==> src/rtl/bmcd_pkg.sv <==
`default_nettype none
// ----------------------------------------------------------------------------
// bmcd_pkg
// Shared types, codes and sizes for the button multi-click detector.
// ----------------------------------------------------------------------------
package bmcd_pkg;

   // sizes
   localparam int NUM_PINS    = 32;
   localparam int DEBOUNCE_MS = 50;
   localparam int MAX_CLICKS  = 5;
   localparam int PIN_IDX_W   = (NUM_PINS > 1) ? $clog2(NUM_PINS) : 1;
   localparam int QDEPTH      = 2;
   localparam int QPTR_W      = 1;
   localparam int QCNT_W      = 2;

   localparam logic [15:0] TIME_MAX = 16'hFFFF;
   localparam logic [10:0] DEB_MAX  = 11'h7FF;

   // register indexes
   localparam logic [2:0] CSR_SHORT_GAP     = 3'd0;
   localparam logic [2:0] CSR_LONG_PRESS    = 3'd1;
   localparam logic [2:0] CSR_HOLD_REPEAT   = 3'd2;
   localparam logic [2:0] CSR_CHILD_LOCK    = 3'd3;
   localparam logic [2:0] CSR_INSTANT_TOUCH = 3'd4;

   // button roles
   localparam logic [1:0] ROLE_NORMAL     = 2'd0;
   localparam logic [1:0] ROLE_TOGGLE_ALL = 2'd1;
   localparam logic [1:0] ROLE_SCRIPT     = 2'd2;
   localparam logic [1:0] ROLE_SMART_LED  = 2'd3;

   // channel actions
   localparam logic [1:0] ACT_NONE   = 2'd0;
   localparam logic [1:0] ACT_FIRST  = 2'd1;
   localparam logic [1:0] ACT_SECOND = 2'd2;
   localparam logic [1:0] ACT_ALL    = 2'd3;

   // notices; a burst of n clicks reports NOTICE_CLICK_OFS + n
   localparam logic [3:0] NOTICE_NONE        = 4'd0;
   localparam logic [3:0] NOTICE_PRESS       = 4'd1;
   localparam logic [3:0] NOTICE_RELEASE     = 4'd2;
   localparam logic [3:0] NOTICE_HOLD_START  = 4'd3;
   localparam logic [3:0] NOTICE_HOLD_REPEAT = 4'd4;
   localparam logic [3:0] NOTICE_CLICK_OFS   = 4'd4;

   // stored events; a burst of n clicks stores EVT_CLICK_OFS + n
   localparam logic [3:0] EVT_DOWN      = 4'd0;
   localparam logic [3:0] EVT_UP        = 4'd1;
   localparam logic [3:0] EVT_LONG      = 4'd2;
   localparam logic [3:0] EVT_HOLD      = 4'd3;
   localparam logic [3:0] EVT_CLICK_OFS = 4'd3;
   localparam logic [3:0] EVT_NONE      = 4'd9;

   typedef enum logic [2:0] {
      PH_IDLE     = 3'd0,
      PH_PRESSED  = 3'd1,
      PH_RELEASED = 3'd2,
      PH_AGAIN    = 3'd3,
      PH_LONG     = 3'd5
   } phase_type;

   typedef struct packed {
      logic [14:0] short_gap_ms;
      logic [14:0] long_press_ms;
      logic [14:0] hold_repeat_ms;
      logic        child_lock;
      logic        instant_touch;
   } cfg_type;

   // queued tick, level already corrected for polarity
   typedef struct packed {
      logic [4:0] pin;
      logic       level;
      logic [1:0] role;
      logic [9:0] dt;
   } q_entry_type;

   typedef struct packed {
      phase_type   phase;
      logic        dlevel;
      logic [10:0] deb_time;
      logic [15:0] phase_time;
      logic [15:0] hold_time;
      logic [2:0]  clicks;
      logic [3:0]  evt;
   } pin_state_type;

   typedef struct packed {
      logic [4:0] pin_echo;
      logic [3:0] notice;
      logic [1:0] channel_action;
      logic [3:0] last_event;
   } rsp_word_type;

   // action for the first toggle of a pin with this role
   function automatic logic [1:0] first_toggle(input logic [1:0] role);
      logic [1:0] act;
      unique case (role)
         ROLE_TOGGLE_ALL: act = ACT_ALL;
         ROLE_SCRIPT:     act = ACT_NONE;
         default:         act = ACT_FIRST;
      endcase
      return act;
   endfunction

endpackage
`default_nettype wire

==> src/rtl/bmcd_chan_if.sv <==
`default_nettype none
// ----------------------------------------------------------------------------
// bmcd_req_if / bmcd_rsp_if
// Valid/ready channels for tick words in and result words out.
// ----------------------------------------------------------------------------
interface bmcd_req_if;
   logic       valid;
   logic       ready;
   logic [4:0] pin_number;
   logic       raw_level;
   logic       invert_level;
   logic [1:0] button_role;
   logic [9:0] elapsed_ms;

   modport source (output valid, pin_number, raw_level, invert_level, button_role,
                   elapsed_ms, input ready);
   modport sink   (input valid, pin_number, raw_level, invert_level, button_role,
                   elapsed_ms, output ready);
endinterface

interface bmcd_rsp_if;
   logic       valid;
   logic       ready;
   logic [4:0] pin_echo;
   logic [3:0] notice;
   logic [1:0] channel_action;
   logic [3:0] last_event;

   modport source (output valid, pin_echo, notice, channel_action, last_event,
                   input ready);
   modport sink   (input valid, pin_echo, notice, channel_action, last_event,
                   output ready);
endinterface
`default_nettype wire

==> src/rtl/bmcd_front.sv <==
`default_nettype none
// ----------------------------------------------------------------------------
// bmcd_front
// Accepts tick words, drops out-of-range pins, folds polarity and queues.
// ----------------------------------------------------------------------------
module bmcd_front (
   input  wire logic                 clock,
   input  wire logic                 reset,
   bmcd_req_if.sink                  req_if,
   input  wire logic                 q_pop,
   output logic                      q_valid,
   output bmcd_pkg::q_entry_type     q_data
);

   bmcd_pkg::q_entry_type             q_mem_ff [bmcd_pkg::QDEPTH];
   logic [bmcd_pkg::QPTR_W-1:0]      wr_ptr_ff, wr_ptr_in;
   logic [bmcd_pkg::QPTR_W-1:0]      rd_ptr_ff, rd_ptr_in;
   logic [bmcd_pkg::QCNT_W-1:0]      count_ff, count_in;
   logic                             in_range;
   logic                             push;
   bmcd_pkg::q_entry_type             entry;

   assign in_range = ({2'b00, req_if.pin_number} < 7'(bmcd_pkg::NUM_PINS));
   assign req_if.ready = (count_ff != bmcd_pkg::QCNT_W'(bmcd_pkg::QDEPTH));
   assign push = req_if.valid && req_if.ready && in_range;

   always_comb begin
      entry.pin   = req_if.pin_number;
      entry.level = req_if.raw_level ^ req_if.invert_level;
      entry.role  = req_if.button_role;
      entry.dt    = req_if.elapsed_ms;
   end

   assign q_valid = (count_ff != '0);
   assign q_data  = q_mem_ff[rd_ptr_ff];

   always_comb begin
      wr_ptr_in = push  ? wr_ptr_ff + 1'b1 : wr_ptr_ff;
      rd_ptr_in = q_pop ? rd_ptr_ff + 1'b1 : rd_ptr_ff;
      count_in  = count_ff + bmcd_pkg::QCNT_W'(push) - bmcd_pkg::QCNT_W'(q_pop);
   end

   always_ff @(posedge clock) begin
      if (reset) begin
         wr_ptr_ff <= '0;
         rd_ptr_ff <= '0;
         count_ff  <= '0;
      end else begin
         wr_ptr_ff <= wr_ptr_in;
         rd_ptr_ff <= rd_ptr_in;
         count_ff  <= count_in;
      end
   end

   always_ff @(posedge clock) begin
      if (push) begin
         q_mem_ff[wr_ptr_ff] <= entry;
      end
   end

endmodule
`default_nettype wire

==> src/rtl/bmcd_back.sv <==
`default_nettype none
// ----------------------------------------------------------------------------
// bmcd_back
// Per-pin debounce and phase machine, one read-modify-write per word,
// with a registered result stage.
// ----------------------------------------------------------------------------
module bmcd_back (
   input  wire logic                 clock,
   input  wire logic                 reset,
   input  wire bmcd_pkg::cfg_type    cfg,
   input  wire logic                 q_valid,
   input  wire bmcd_pkg::q_entry_type q_data,
   output logic                      q_pop,
   bmcd_rsp_if.source                rsp_if
);

   bmcd_pkg::pin_state_type          st_ff [bmcd_pkg::NUM_PINS];
   bmcd_pkg::pin_state_type          cur;
   bmcd_pkg::pin_state_type          nxt;
   logic [bmcd_pkg::PIN_IDX_W-1:0]   idx;
   logic                             rsp_valid_ff, rsp_valid_in;
   bmcd_pkg::rsp_word_type           rsp_word_ff;
   bmcd_pkg::rsp_word_type           word;

   logic [16:0] pt_sum;
   logic [15:0] pt1;
   logic [11:0] db_sum;
   logic [16:0] ht_sum;
   logic [15:0] ht1;
   logic        dlevel_n;
   logic [10:0] deb_n;
   logic        pressed;
   logic        lock;
   logic        long_hit;
   logic        reclick;
   logic        burst_end;
   logic        gap_short;
   logic        hold_hit;
   bmcd_pkg::phase_type phase_n;
   logic [3:0]  notice;
   logic [1:0]  action;

   assign idx = q_data.pin[bmcd_pkg::PIN_IDX_W-1:0];
   assign cur = st_ff[idx];
   assign lock = cfg.child_lock;

   // phase time runs while not idle, saturating
   assign pt_sum = {1'b0, cur.phase_time} + 17'(q_data.dt);
   assign pt1 = (cur.phase == bmcd_pkg::PH_IDLE) ? cur.phase_time :
                (pt_sum[16] ? bmcd_pkg::TIME_MAX : pt_sum[15:0]);

   // debounce
   assign db_sum = {1'b0, cur.deb_time} + 12'(q_data.dt);
   always_comb begin
      dlevel_n = cur.dlevel;
      deb_n    = '0;
      if (q_data.level != cur.dlevel) begin
         if (cur.deb_time >= 11'(bmcd_pkg::DEBOUNCE_MS)) begin
            dlevel_n = q_data.level;
         end else begin
            deb_n = db_sum[11] ? bmcd_pkg::DEB_MAX : db_sum[10:0];
         end
      end
   end
   assign pressed = !dlevel_n;

   assign ht_sum = {1'b0, cur.hold_time} + 17'(q_data.dt);
   assign ht1 = ht_sum[16] ? bmcd_pkg::TIME_MAX : ht_sum[15:0];

   assign long_hit  = (pt1 > {1'b0, cfg.long_press_ms});
   assign reclick   = pressed && (cur.clicks < 3'(bmcd_pkg::MAX_CLICKS));
   assign burst_end = (pt1 > {1'b0, cfg.short_gap_ms}) ||
                      (cur.clicks >= 3'(bmcd_pkg::MAX_CLICKS));
   assign gap_short = (pt1 < {1'b0, cfg.short_gap_ms});
   assign hold_hit  = (ht1 > {1'b0, cfg.hold_repeat_ms});

   // next phase
   always_comb begin
      phase_n = cur.phase;
      unique case (cur.phase)
         bmcd_pkg::PH_IDLE: begin
            if (pressed) phase_n = bmcd_pkg::PH_PRESSED;
         end
         bmcd_pkg::PH_PRESSED: begin
            if (!pressed) phase_n = bmcd_pkg::PH_RELEASED;
            else if (long_hit) phase_n = bmcd_pkg::PH_LONG;
         end
         bmcd_pkg::PH_RELEASED: begin
            if (reclick) phase_n = bmcd_pkg::PH_AGAIN;
            else if (burst_end) phase_n = bmcd_pkg::PH_IDLE;
         end
         bmcd_pkg::PH_AGAIN: begin
            if (!pressed) phase_n = gap_short ? bmcd_pkg::PH_RELEASED : bmcd_pkg::PH_IDLE;
         end
         bmcd_pkg::PH_LONG: begin
            if (!pressed) phase_n = bmcd_pkg::PH_IDLE;
         end
         default: begin
            phase_n = cur.phase;
         end
      endcase
   end

   // counters, stored event, notice and action
   always_comb begin
      nxt            = cur;
      nxt.phase      = phase_n;
      nxt.dlevel     = dlevel_n;
      nxt.deb_time   = deb_n;
      nxt.phase_time = pt1;
      notice         = bmcd_pkg::NOTICE_NONE;
      action         = bmcd_pkg::ACT_NONE;
      unique case (cur.phase)
         bmcd_pkg::PH_IDLE: begin
            if (pressed) begin
               nxt.evt        = bmcd_pkg::EVT_DOWN;
               nxt.phase_time = '0;
               nxt.clicks     = 3'd1;
               if (!lock) begin
                  notice = bmcd_pkg::NOTICE_PRESS;
                  if (cfg.instant_touch) action = bmcd_pkg::first_toggle(q_data.role);
               end
            end else begin
               nxt.evt = bmcd_pkg::EVT_NONE;
            end
         end
         bmcd_pkg::PH_PRESSED: begin
            if (!pressed) begin
               nxt.evt        = bmcd_pkg::EVT_UP;
               nxt.phase_time = '0;
               if (!lock) notice = bmcd_pkg::NOTICE_RELEASE;
            end else if (long_hit) begin
               nxt.evt = bmcd_pkg::EVT_LONG;
               if (!lock) notice = bmcd_pkg::NOTICE_HOLD_START;
            end
         end
         bmcd_pkg::PH_RELEASED: begin
            if (reclick) begin
               nxt.evt        = bmcd_pkg::EVT_DOWN;
               nxt.clicks     = cur.clicks + 3'd1;
               nxt.phase_time = '0;
            end else if (burst_end) begin
               nxt.evt = bmcd_pkg::EVT_CLICK_OFS + 4'(cur.clicks);
               if (!lock) begin
                  unique case (cur.clicks)
                     3'd1: begin
                        notice = bmcd_pkg::NOTICE_CLICK_OFS + 4'd1;
                        if (!cfg.instant_touch) action = bmcd_pkg::first_toggle(q_data.role);
                     end
                     3'd2: begin
                        // double click: toggle-all pins act silently
                        if (q_data.role == bmcd_pkg::ROLE_TOGGLE_ALL) begin
                           action = bmcd_pkg::ACT_ALL;
                        end else begin
                           notice = bmcd_pkg::NOTICE_CLICK_OFS + 4'd2;
                           if (q_data.role == bmcd_pkg::ROLE_NORMAL) action = bmcd_pkg::ACT_SECOND;
                        end
                     end
                     default: begin
                        notice = bmcd_pkg::NOTICE_CLICK_OFS + 4'(cur.clicks);
                     end
                  endcase
               end
            end
         end
         bmcd_pkg::PH_AGAIN: begin
            if (!pressed) begin
               nxt.evt = bmcd_pkg::EVT_UP;
               if (!lock) notice = bmcd_pkg::NOTICE_RELEASE;
               if (gap_short) nxt.phase_time = '0;
            end
         end
         bmcd_pkg::PH_LONG: begin
            if (pressed) begin
               nxt.evt       = bmcd_pkg::EVT_HOLD;
               nxt.hold_time = ht1;
               if (hold_hit) begin
                  nxt.hold_time = '0;
                  if (!lock) notice = bmcd_pkg::NOTICE_HOLD_REPEAT;
               end
            end else begin
               nxt.evt = bmcd_pkg::EVT_UP;
               if (!lock) notice = bmcd_pkg::NOTICE_RELEASE;
            end
         end
         default: begin
            nxt.evt = cur.evt;
         end
      endcase
   end

   always_comb begin
      word.pin_echo       = q_data.pin;
      word.notice         = notice;
      word.channel_action = action;
      word.last_event     = nxt.evt;
   end

   assign q_pop = q_valid && (!rsp_valid_ff || rsp_if.ready);

   always_comb begin
      rsp_valid_in = rsp_valid_ff;
      if (q_pop) rsp_valid_in = 1'b1;
      else if (rsp_if.ready) rsp_valid_in = 1'b0;
   end

   always_ff @(posedge clock) begin
      if (reset) begin
         rsp_valid_ff <= 1'b0;
         for (int i = 0; i < bmcd_pkg::NUM_PINS; i++) begin
            st_ff[i].phase      <= bmcd_pkg::PH_IDLE;
            st_ff[i].dlevel     <= 1'b1;
            st_ff[i].deb_time   <= '0;
            st_ff[i].phase_time <= '0;
            st_ff[i].hold_time  <= '0;
            st_ff[i].clicks     <= '0;
            st_ff[i].evt        <= bmcd_pkg::EVT_NONE;
         end
      end else begin
         rsp_valid_ff <= rsp_valid_in;
         if (q_pop) st_ff[idx] <= nxt;
      end
   end

   always_ff @(posedge clock) begin
      if (q_pop) rsp_word_ff <= word;
   end

   assign rsp_if.valid          = rsp_valid_ff;
   assign rsp_if.pin_echo       = rsp_word_ff.pin_echo;
   assign rsp_if.notice         = rsp_word_ff.notice;
   assign rsp_if.channel_action = rsp_word_ff.channel_action;
   assign rsp_if.last_event     = rsp_word_ff.last_event;

endmodule
`default_nettype wire

==> src/rtl/button_multi_click_detector_core.sv <==
`default_nettype none
// Path: an accepted tick word goes into the tick queue, its result word into the
// result register. Throughput: one word per cycle while the result side is ready;
// per-pin state is written back on each pop, so same-pin words may run back to back.
// Reset: synchronous; clears the tick queue, the result stage, all pin state
// (idle, released, no event) and loads the register defaults 300/1000/500/0/0.
// ----------------------------------------------------------------------------
// button_multi_click_detector_core
// Debounced button decoder: press, release, long press, hold repeat and
// click bursts per pin, plus the channel toggle each pin's role asks for.
// ----------------------------------------------------------------------------
module button_multi_click_detector_core (
   input  wire logic        clock,
   input  wire logic        reset,
   bmcd_req_if.sink         req_if,
   bmcd_rsp_if.source       rsp_if,
   input  wire logic        csr_wr_en,
   input  wire logic [2:0]  csr_index,
   input  wire logic [14:0] csr_wdata
);

   bmcd_pkg::cfg_type       cfg_ff, cfg_in;
   logic                    q_valid;
   logic                    q_pop;
   bmcd_pkg::q_entry_type   q_data;

   // Register file; writes to unused indexes fall through.
   always_comb begin
      cfg_in = cfg_ff;
      if (csr_wr_en) begin
         unique case (csr_index)
            bmcd_pkg::CSR_SHORT_GAP:     cfg_in.short_gap_ms   = csr_wdata;
            bmcd_pkg::CSR_LONG_PRESS:    cfg_in.long_press_ms  = csr_wdata;
            bmcd_pkg::CSR_HOLD_REPEAT:   cfg_in.hold_repeat_ms = csr_wdata;
            bmcd_pkg::CSR_CHILD_LOCK:    cfg_in.child_lock     = csr_wdata[0];
            bmcd_pkg::CSR_INSTANT_TOUCH: cfg_in.instant_touch  = csr_wdata[0];
            default:                     cfg_in = cfg_ff;
         endcase
      end
   end

   always_ff @(posedge clock) begin
      if (reset) begin
         cfg_ff.short_gap_ms   <= 15'd300;
         cfg_ff.long_press_ms  <= 15'd1000;
         cfg_ff.hold_repeat_ms <= 15'd500;
         cfg_ff.child_lock     <= 1'b0;
         cfg_ff.instant_touch  <= 1'b0;
      end else begin
         cfg_ff <= cfg_in;
      end
   end

   // Front: takes words, folds polarity, drops pins beyond the pin count,
   // and holds up to two words so the back end can stall on its own.
   bmcd_front u_front (
      .clock   (clock),
      .reset   (reset),
      .req_if  (req_if),
      .q_pop   (q_pop),
      .q_valid (q_valid),
      .q_data  (q_data)
   );

   // Back: per-pin debounce and phase machine, then the result register.
   bmcd_back u_back (
      .clock   (clock),
      .reset   (reset),
      .cfg     (cfg_ff),
      .q_valid (q_valid),
      .q_data  (q_data),
      .q_pop   (q_pop),
      .rsp_if  (rsp_if)
   );

endmodule
`default_nettype wire

==> src/flat_wrapper.sv <==
// flat-port wrapper written by rule: the top's interface ports become plain ports
module button_multi_click_detector_core_flat 
  (clock, reset, csr_wr_en, csr_index, csr_wdata, req_if_valid, req_if_pin_number, req_if_raw_level, req_if_invert_level, req_if_button_role, req_if_elapsed_ms, req_if_ready, rsp_if_valid, rsp_if_pin_echo, rsp_if_notice, rsp_if_channel_action, rsp_if_last_event, rsp_if_ready);
  bmcd_req_if req_if_i ();
  bmcd_rsp_if rsp_if_i ();
  input  wire logic clock;
  input  wire logic reset;
  input  wire logic csr_wr_en;
  input  wire logic [2:0] csr_index;
  input  wire logic [14:0] csr_wdata;
  input wire logic [$bits(req_if_i.valid)-1:0] req_if_valid;
  input wire logic [$bits(req_if_i.pin_number)-1:0] req_if_pin_number;
  input wire logic [$bits(req_if_i.raw_level)-1:0] req_if_raw_level;
  input wire logic [$bits(req_if_i.invert_level)-1:0] req_if_invert_level;
  input wire logic [$bits(req_if_i.button_role)-1:0] req_if_button_role;
  input wire logic [$bits(req_if_i.elapsed_ms)-1:0] req_if_elapsed_ms;
  output wire logic [$bits(req_if_i.ready)-1:0] req_if_ready;
  output wire logic [$bits(rsp_if_i.valid)-1:0] rsp_if_valid;
  output wire logic [$bits(rsp_if_i.pin_echo)-1:0] rsp_if_pin_echo;
  output wire logic [$bits(rsp_if_i.notice)-1:0] rsp_if_notice;
  output wire logic [$bits(rsp_if_i.channel_action)-1:0] rsp_if_channel_action;
  output wire logic [$bits(rsp_if_i.last_event)-1:0] rsp_if_last_event;
  input wire logic [$bits(rsp_if_i.ready)-1:0] rsp_if_ready;
  assign req_if_i.valid = req_if_valid;
  assign req_if_i.pin_number = req_if_pin_number;
  assign req_if_i.raw_level = req_if_raw_level;
  assign req_if_i.invert_level = req_if_invert_level;
  assign req_if_i.button_role = req_if_button_role;
  assign req_if_i.elapsed_ms = req_if_elapsed_ms;
  assign req_if_ready = req_if_i.ready;
  assign rsp_if_valid = rsp_if_i.valid;
  assign rsp_if_pin_echo = rsp_if_i.pin_echo;
  assign rsp_if_notice = rsp_if_i.notice;
  assign rsp_if_channel_action = rsp_if_i.channel_action;
  assign rsp_if_last_event = rsp_if_i.last_event;
  assign rsp_if_i.ready = rsp_if_ready;
  button_multi_click_detector_core u_core (.clock(clock), .reset(reset), .req_if(req_if_i), .rsp_if(rsp_if_i), .csr_wr_en(csr_wr_en), .csr_index(csr_index), .csr_wdata(csr_wdata));
endmodule
==> config.mk <==
export PLATFORM = sky130hd
export DESIGN_NAME = button_multi_click_detector_core_flat
export DESIGN_NICKNAME = d
export VERILOG_FILES = /design/src/rtl/bmcd_pkg.sv /design/src/rtl/bmcd_chan_if.sv /design/src/rtl/bmcd_front.sv /design/src/rtl/bmcd_back.sv /design/src/rtl/button_multi_click_detector_core.sv /design/src/flat_wrapper.sv
export SDC_FILE = /design/constraint.sdc
export NUM_CORES = 2
export LEC_CHECK = 0
export ABC_AREA = 1
export BUFFER_PORTS_ARGS = -buffer_cell sky130_fd_sc_hd__buf_2
export CORE_MARGIN = 5
export CORE_UTILIZATION = 30
export DETAILED_ROUTE_END_ITERATION = 7
export PLACE_DENSITY = 0.53
export REMOVE_ABC_BUFFERS = 1
export SYNTH_ARGS = -nofsm -noshare
export SYNTH_HDL_FRONTEND = slang
export SYNTH_SLANG_ARGS = --single-unit
==> constraint.sdc <==
create_clock -name clock -period 15.74 [get_ports clock]
set_clock_uncertainty 0.2 [all_clocks]
set_input_delay 0.787 -clock clock [delete_from_list [all_inputs] [get_ports clock]]
set_output_delay 0.787 -clock clock [all_outputs]
set_load 0.005 [all_outputs]
**Word-level counts from Yosys, hierarchy flattened**

Memories as Yosys holds them, arrays and structs flattened. A register that Yosys moved wholly into a read port is not among the register bits.
Index checks and enable logic that the tools add are counted.

- Register bits after elaboration: 67
- Memory bits (writable): 1764
- Input bits: 42
- Output and inout port bits: 17
- Memories: 2

- Add/subtract/negate cells: 10
- $lt $le $gt $ge: 7
- Equality and inequality tests: 14
- Muxes and demuxes: 79
- Bitwise operators: 1
- Reduce and logical (&&, ||, !) cells: 18

Memory list:

| name | depth | bits a word | rd ports | clocked after memory_dff | write ports | RTL line | RTL |
|---|---|---|---|---|---|---|---|
| u_core.u_back.st_ff | 32 | 54 | 1 | 0 | 32 | bmcd_back.sv:17 | `bmcd_pkg::pin_state_type st_ff [bmcd_pkg::NUM_PINS];` |
| u_core.u_front.q_mem_ff | 2 | 18 | 1 | 1 | 1 | bmcd_front.sv:15 | `bmcd_pkg::q_entry_type q_mem_ff [bmcd_pkg::QDEPTH];` |

Operators by type and width:

| kind | number |
|---|---|
| 16-bit two-way mux | 11 |
| 16-bit case mux with 4 select lines | 1 |
| 54-bit two-way mux | 1 |
| 54-bit OR reduction | 1 |
| 16-bit by 15-bit > comparator with 1-bit output | 3 |
| 4-bit two-way mux | 12 |
| 4-bit case mux with 5 select lines | 2 |
| 3-bit two-way mux | 12 |
| 16-bit by 10-bit adder with 17-bit output | 2 |
| 11-bit two-way mux | 3 |
| 2-bit two-way mux | 14 |
| 16-bit by 15-bit < comparator with 1-bit output | 1 |
| 1-bit two-way mux | 16 |
| 3-bit by 2-bit == test with 1-bit output, second input constant | 5 |
| 3-bit case mux with 5 select lines | 1 |
| 11-bit by 10-bit adder with 12-bit output | 1 |
| 2-bit case mux with 2 select lines | 3 |
| 11-bit by 6-bit >= comparator with 1-bit output, second input constant | 1 |
| 2-bit AND reduction | 5 |
| 3-bit by 1-bit == test with 1-bit output, second input constant | 3 |
| 4-bit case mux with 2 select lines | 1 |
| 3-bit == test, second input constant | 2 |
| 3-bit logical NOT | 2 |
| 3-bit case mux with 2 select lines | 1 |
| 19 further kinds | 25 |

**Longest topological paths before layout**

An unclocked memory read counts as a cell.

- Word-level depth: 10
- Mapped depth: 47

**Hierarchy**

From an unflattened synthesis, not the netlist that was laid out.

- Cell total of the unflattened synthesis: 7384
- Area total of the unflattened synthesis: 83058.4 um^2

By module, submodules not included:

| module | times used | cells each | area each (um^2) | sequential area each (um^2) |
|---|---|---|---|---|
| bmcd_back | 1 | 7029 | 79553.8 | 52360.2 |
| button_multi_click_detector_core | 1 | 267 | 1919.3 | 940.9 |
| bmcd_front | 1 | 88 | 1585.3 | 1181.1 |

**Worst setup path after synthesis**

No wires, ideal clock.

- Kind: flip-flop to flip-flop
- Start: register (tool-made name)
- End: memory u_core.u_back.st_ff[15][10] (netlist name) (data pin)
- Setup time: 150 ps
- Data arrival time: 6397 ps
- Data required time: 15390 ps
- Setup slack: 8993 ps
- Stages on the path, launching flop included: 47
- Period minus slack after synthesis: 6747 ps
- Cell sequence: dfxtp_1 nand2_1 o21ai_2 buf_6 nor2_1 buf_4 buf_6 buf_4 buf_6 buf_4 inv_2 buf_2 buf_1 o22ai_1 o21ai_0 nand4_1 nor2_1 ha_1 [11 not listed] nand2_4 inv_2 or2_2 ha_1 a21oi_1 o21ai_0 a21oi_1 o221ai_1 nand2_1 nand2_1 a21oi_1 nor2_1 nor2_2 nand3b_2 nand2_2 buf_4 clkbuf_1 nor3b_2

RTL lines:

| element | RTL line |
|---|---|
| end, declared | bmcd_back.sv:17 |

==> impl_metrics.tcl <==
set metrics [dict create \
    slew_viol_final 3 \
    clockBufferDepth 3 \
    worst_pin_slew_ns 1.54 \
    route.detailed.drc 0 \
    cts_tree "yes" \
    boundaryPins 59 \
    vias 60587 \
    fin_crit_sh_pct 67.1 \
    synth_cells 7265 \
    fp.dieW_um 531 \
    htree_levels 4 \
    cp_slowest_stage_delay_ns 0.80 \
    clkSlewWorstSetupHoldPaths_ns 0.06 \
    clock-sinks 1832 \
    first_global_vias 57424 \
    fp.dieArea_mm2 0.282 \
    drive_gt1_share_pct 9.99 \
    yosysWarnings 0 \
    synth_top_family_by_area "simple AND/OR/NAND/NOR gates" \
    start_util_pct 30.1 \
    reg2regPathDepth 38 \
    rsz0062_at_grt "false" \
    port_buffers 58 \
    final_cell_area_mm2 0.0913 \
    gp_congestion 0.870 \
    path_class "register to register" \
    synth_edf_count 1779 \
    hold_ws_ns 0.0643 \
    total_power_mw 20.1 \
    crit_path_end_kind "register" \
    hold_class "input port to register" \
    syn_area_mm2 0.0815 \
    num_rows 191 \
    routedWlPerCell_um 29.9 \
    slew_headroom_pct -3.62 \
    cp-start-kind "register" \
    synth_adder_area_share_pct 1.32 \
    viasPerCell 5.60 \
    fin_ws_ns 5.18 \
    path_depth 38 \
    worstSkewPairLatency_ns 0.86 \
    grt_pass1_wl_mm 447 \
    min_delay_path_depth 2 \
    numCtsBuffers 191 \
    syn_to_final_growth_pct 12.0 \
    required_ns 16.09 \
    crit_top_cell "nand2_1" \
    ys_types 70 \
    violations "capacitance limit, slew limit" \
    synth-xor-area-share_pct 0.344 \
    ir_worst_vdd_uv 306 \
    ys_ff_latch 1832 \
    path_max_fanout 64 \
    leakage_nw 31.7 \
    postCtsHoldBufs 20 \
    finalWirelength_mm 324 \
    status "finished, violations left" \
    fp.dieH_um 531 \
    crit_family "buffers and inverters" \
    nets 7214 \
    critical-path-slowest-cell "inv_1" \
    grt_use_total_pct 21.9 \
    async_reset_ff_share_pct 0 \
    hold_violations 0 \
    setup_viol 0 \
    placed_cell_area_mm2 0.0851 \
    crit_buf_inv 8 \
    clockRootBuffer "clkbuf_16" \
    syn_avg_cell_area_um2 11.2 \
    grt_antenna_before_repair 9 \
    grt_max_degree 109 \
    post_cts_buffers 0 \
    synthMuxAreaShare_pct 0.0245 \
    arrival_ns 10.91 \
    core_mm2 0.271 \
    grt_overflow_total 0 \
    ant_nets 0 \
    yosys.area_share.simple_pct 15.7 \
    period_minus_slack_ns 10.56 \
    ys.flop_type "edfxtp_1" \
    dp_slack_ns 5.39 \
    ys_seq_area_share_pct 66.8 \
    dp_hpwl_mm 172 \
    drt_iter0_drc 8933 \
    dr.pass1.iters 6 \
    ctsResizeCount 0 \
    p_per_area_mw_per_mm2 220 \
    cap_violations 1 \
    max_freq_mhz 94.7 \
    synth_compound_area_share_pct 10.7 \
]
==> worst register-to-register path, delay by kind of cell (launching register included) <==
family / cells / cell delay (ns)
fa+ha+maj: 3 / 0.90
simple gates: 14 / 2.04
compound gates: 13 / 3.16
buf+inv: 8 / 3.65
flops: 1 / 0.30
==> registers in the layout (all words and copies together), names as in the netlist, named ones only <==
register / flops
u_core.u_front.q_mem_ff: 36
u_core.u_back.st_ff: 1728
u_core.u_back.rsp_if.last_event: 4
u_core.u_back.rsp_if.valid: 1
u_core.u_front.rd_ptr_ff: 1
u_core.u_back.rsp_if.notice: 4
u_core.u_back.rsp_if.channel_action: 2
u_core.u_front.wr_ptr_ff: 1
u_core.u_back.rsp_if.pin_echo: 5
u_core.cfg_ff: 47
u_core.u_front.count_ff: 2
==> cells by family (layout without fill, tap and decap cells) <==
group | Yosys count | in the layout
AO/OA/AOI/OAI | 1375 | 1375
XOR/XNOR | 32 | 32
adder cells (fa/ha/maj) | 84 | 84
buffers and inverters | 927 | 911
flip-flops | 1832 | 1832
multiplexers | 2 | 2
other | 0 | 1
AND/OR/NAND/NOR | 3013 | 3013
==> synth_stat cells, types with 11 or more instances <==
library cell	count	area share, %
a21oi_1	364	2.2
a22oi_1	528	4.9
a31oi_1	11	0.084
buf_1	15	0.069
buf_2	212	1.3
buf_4	57	0.52
buf_6	16	0.22
clkbuf_1	316	1.5
clkinv_1	33	0.15
dfxtp_1	53	1.3
edfxtp_1	1779	66
ha_1	81	1.2
inv_1	257	1.2
inv_2	14	0.064
nand2_1	997	4.6
nand2_2	12	0.092
nand2_4	13	0.18
nand3_1	52	0.32
nand3b_1	14	0.13
nand4_1	39	0.30
nor2_1	1561	7.2
nor2_2	17	0.13
nor3_1	26	0.16
nor3b_1	182	1.7
nor4_1	18	0.14
o211ai_1	19	0.17
o21ai_0	177	1.1
o21ai_1	38	0.23
o221ai_1	12	0.13
o22ai_1	172	1.3
or2_1	12	0.092
or2_2	37	0.28
xnor2_1	14	0.15
xor2_1	18	0.19
==> routing by layer <==
layer	up-vias	part of all wire [%]	global-route usage [%]
li1	25305	-	-
met1	30814	39	29.0
met2	3748	46	35.2
met3	718	10	3.86
met4	2	5.2	10.1
met5	-	0.0040	0
==> layout by cell type (no fill, tap or decap), types with 18 or more instances in the layout <==
| cell type | instances |
|---|---|
| a21oi_1 | 363 |
| a22oi_1 | 528 |
| buf_2 | 58 |
| buf_4 | 166 |
| clkbuf_1 | 40 |
| clkbuf_16 | 193 |
| clkinv_1 | 52 |
| clkinv_2 | 69 |
| dfxtp_1 | 53 |
| dlygate4sd3_1 | 20 |
| edfxtp_1 | 1779 |
| ha_1 | 81 |
| inv_1 | 252 |
| nand2_1 | 965 |
| nand2_4 | 46 |
| nand3_1 | 52 |
| nand4_1 | 39 |
| nor2_1 | 1558 |
| nor2_2 | 18 |
| nor3_1 | 21 |
| nor3b_1 | 182 |
| nor4_1 | 18 |
| o211ai_1 | 19 |
| o21ai_0 | 176 |
| o21ai_1 | 22 |
| o21ai_2 | 26 |
| o22ai_1 | 172 |
| or2_2 | 37 |
| xor2_1 | 18 |
==> worst paths after layout <==
kind | from | to | slack [ns]
max | register | u_core.u_back.st_ff[1][53] | 5.18
min | req_if_invert_level | u_core.u_front.q_mem_ff[1][12] | 0.06
max reg2reg | register | u_core.u_back.st_ff[1][53] | 5.18
min reg2reg | u_core.u_front.rd_ptr_ff | register | 0.26
==> area by class of cell <==
type	instances	area (µm²)
Antenna cell	1	2.50
Clock buffer	239	5060
Clock inverter	115	921
Fill cell	26854	179000
Inverter	308	1240
Multi-Input combinational cell	4506	23300
Sequential cell	1832	54500
Tap cell	3570	4470
Timing Repair Buffer	249	1840
==> report_power, final <==
group / switching [mW] / internal, mW
logic: 7.68 / 2.21
registers: 0.0873 / 5.71
clock network: 1.96 / 2.47
==> metrics by stage <==
stage                     cells   TNS, ns  utilization, %
after floorplan            6646  -6128.92               -
after global placement    10445         0            31.4
after detailed placement  10445         0            31.4
after CTS                 10819         0            33.7
after global routing      10820         0            33.7
final                     10820         0            33.7
No activity file was read; power rests on OpenSTA's default activity.
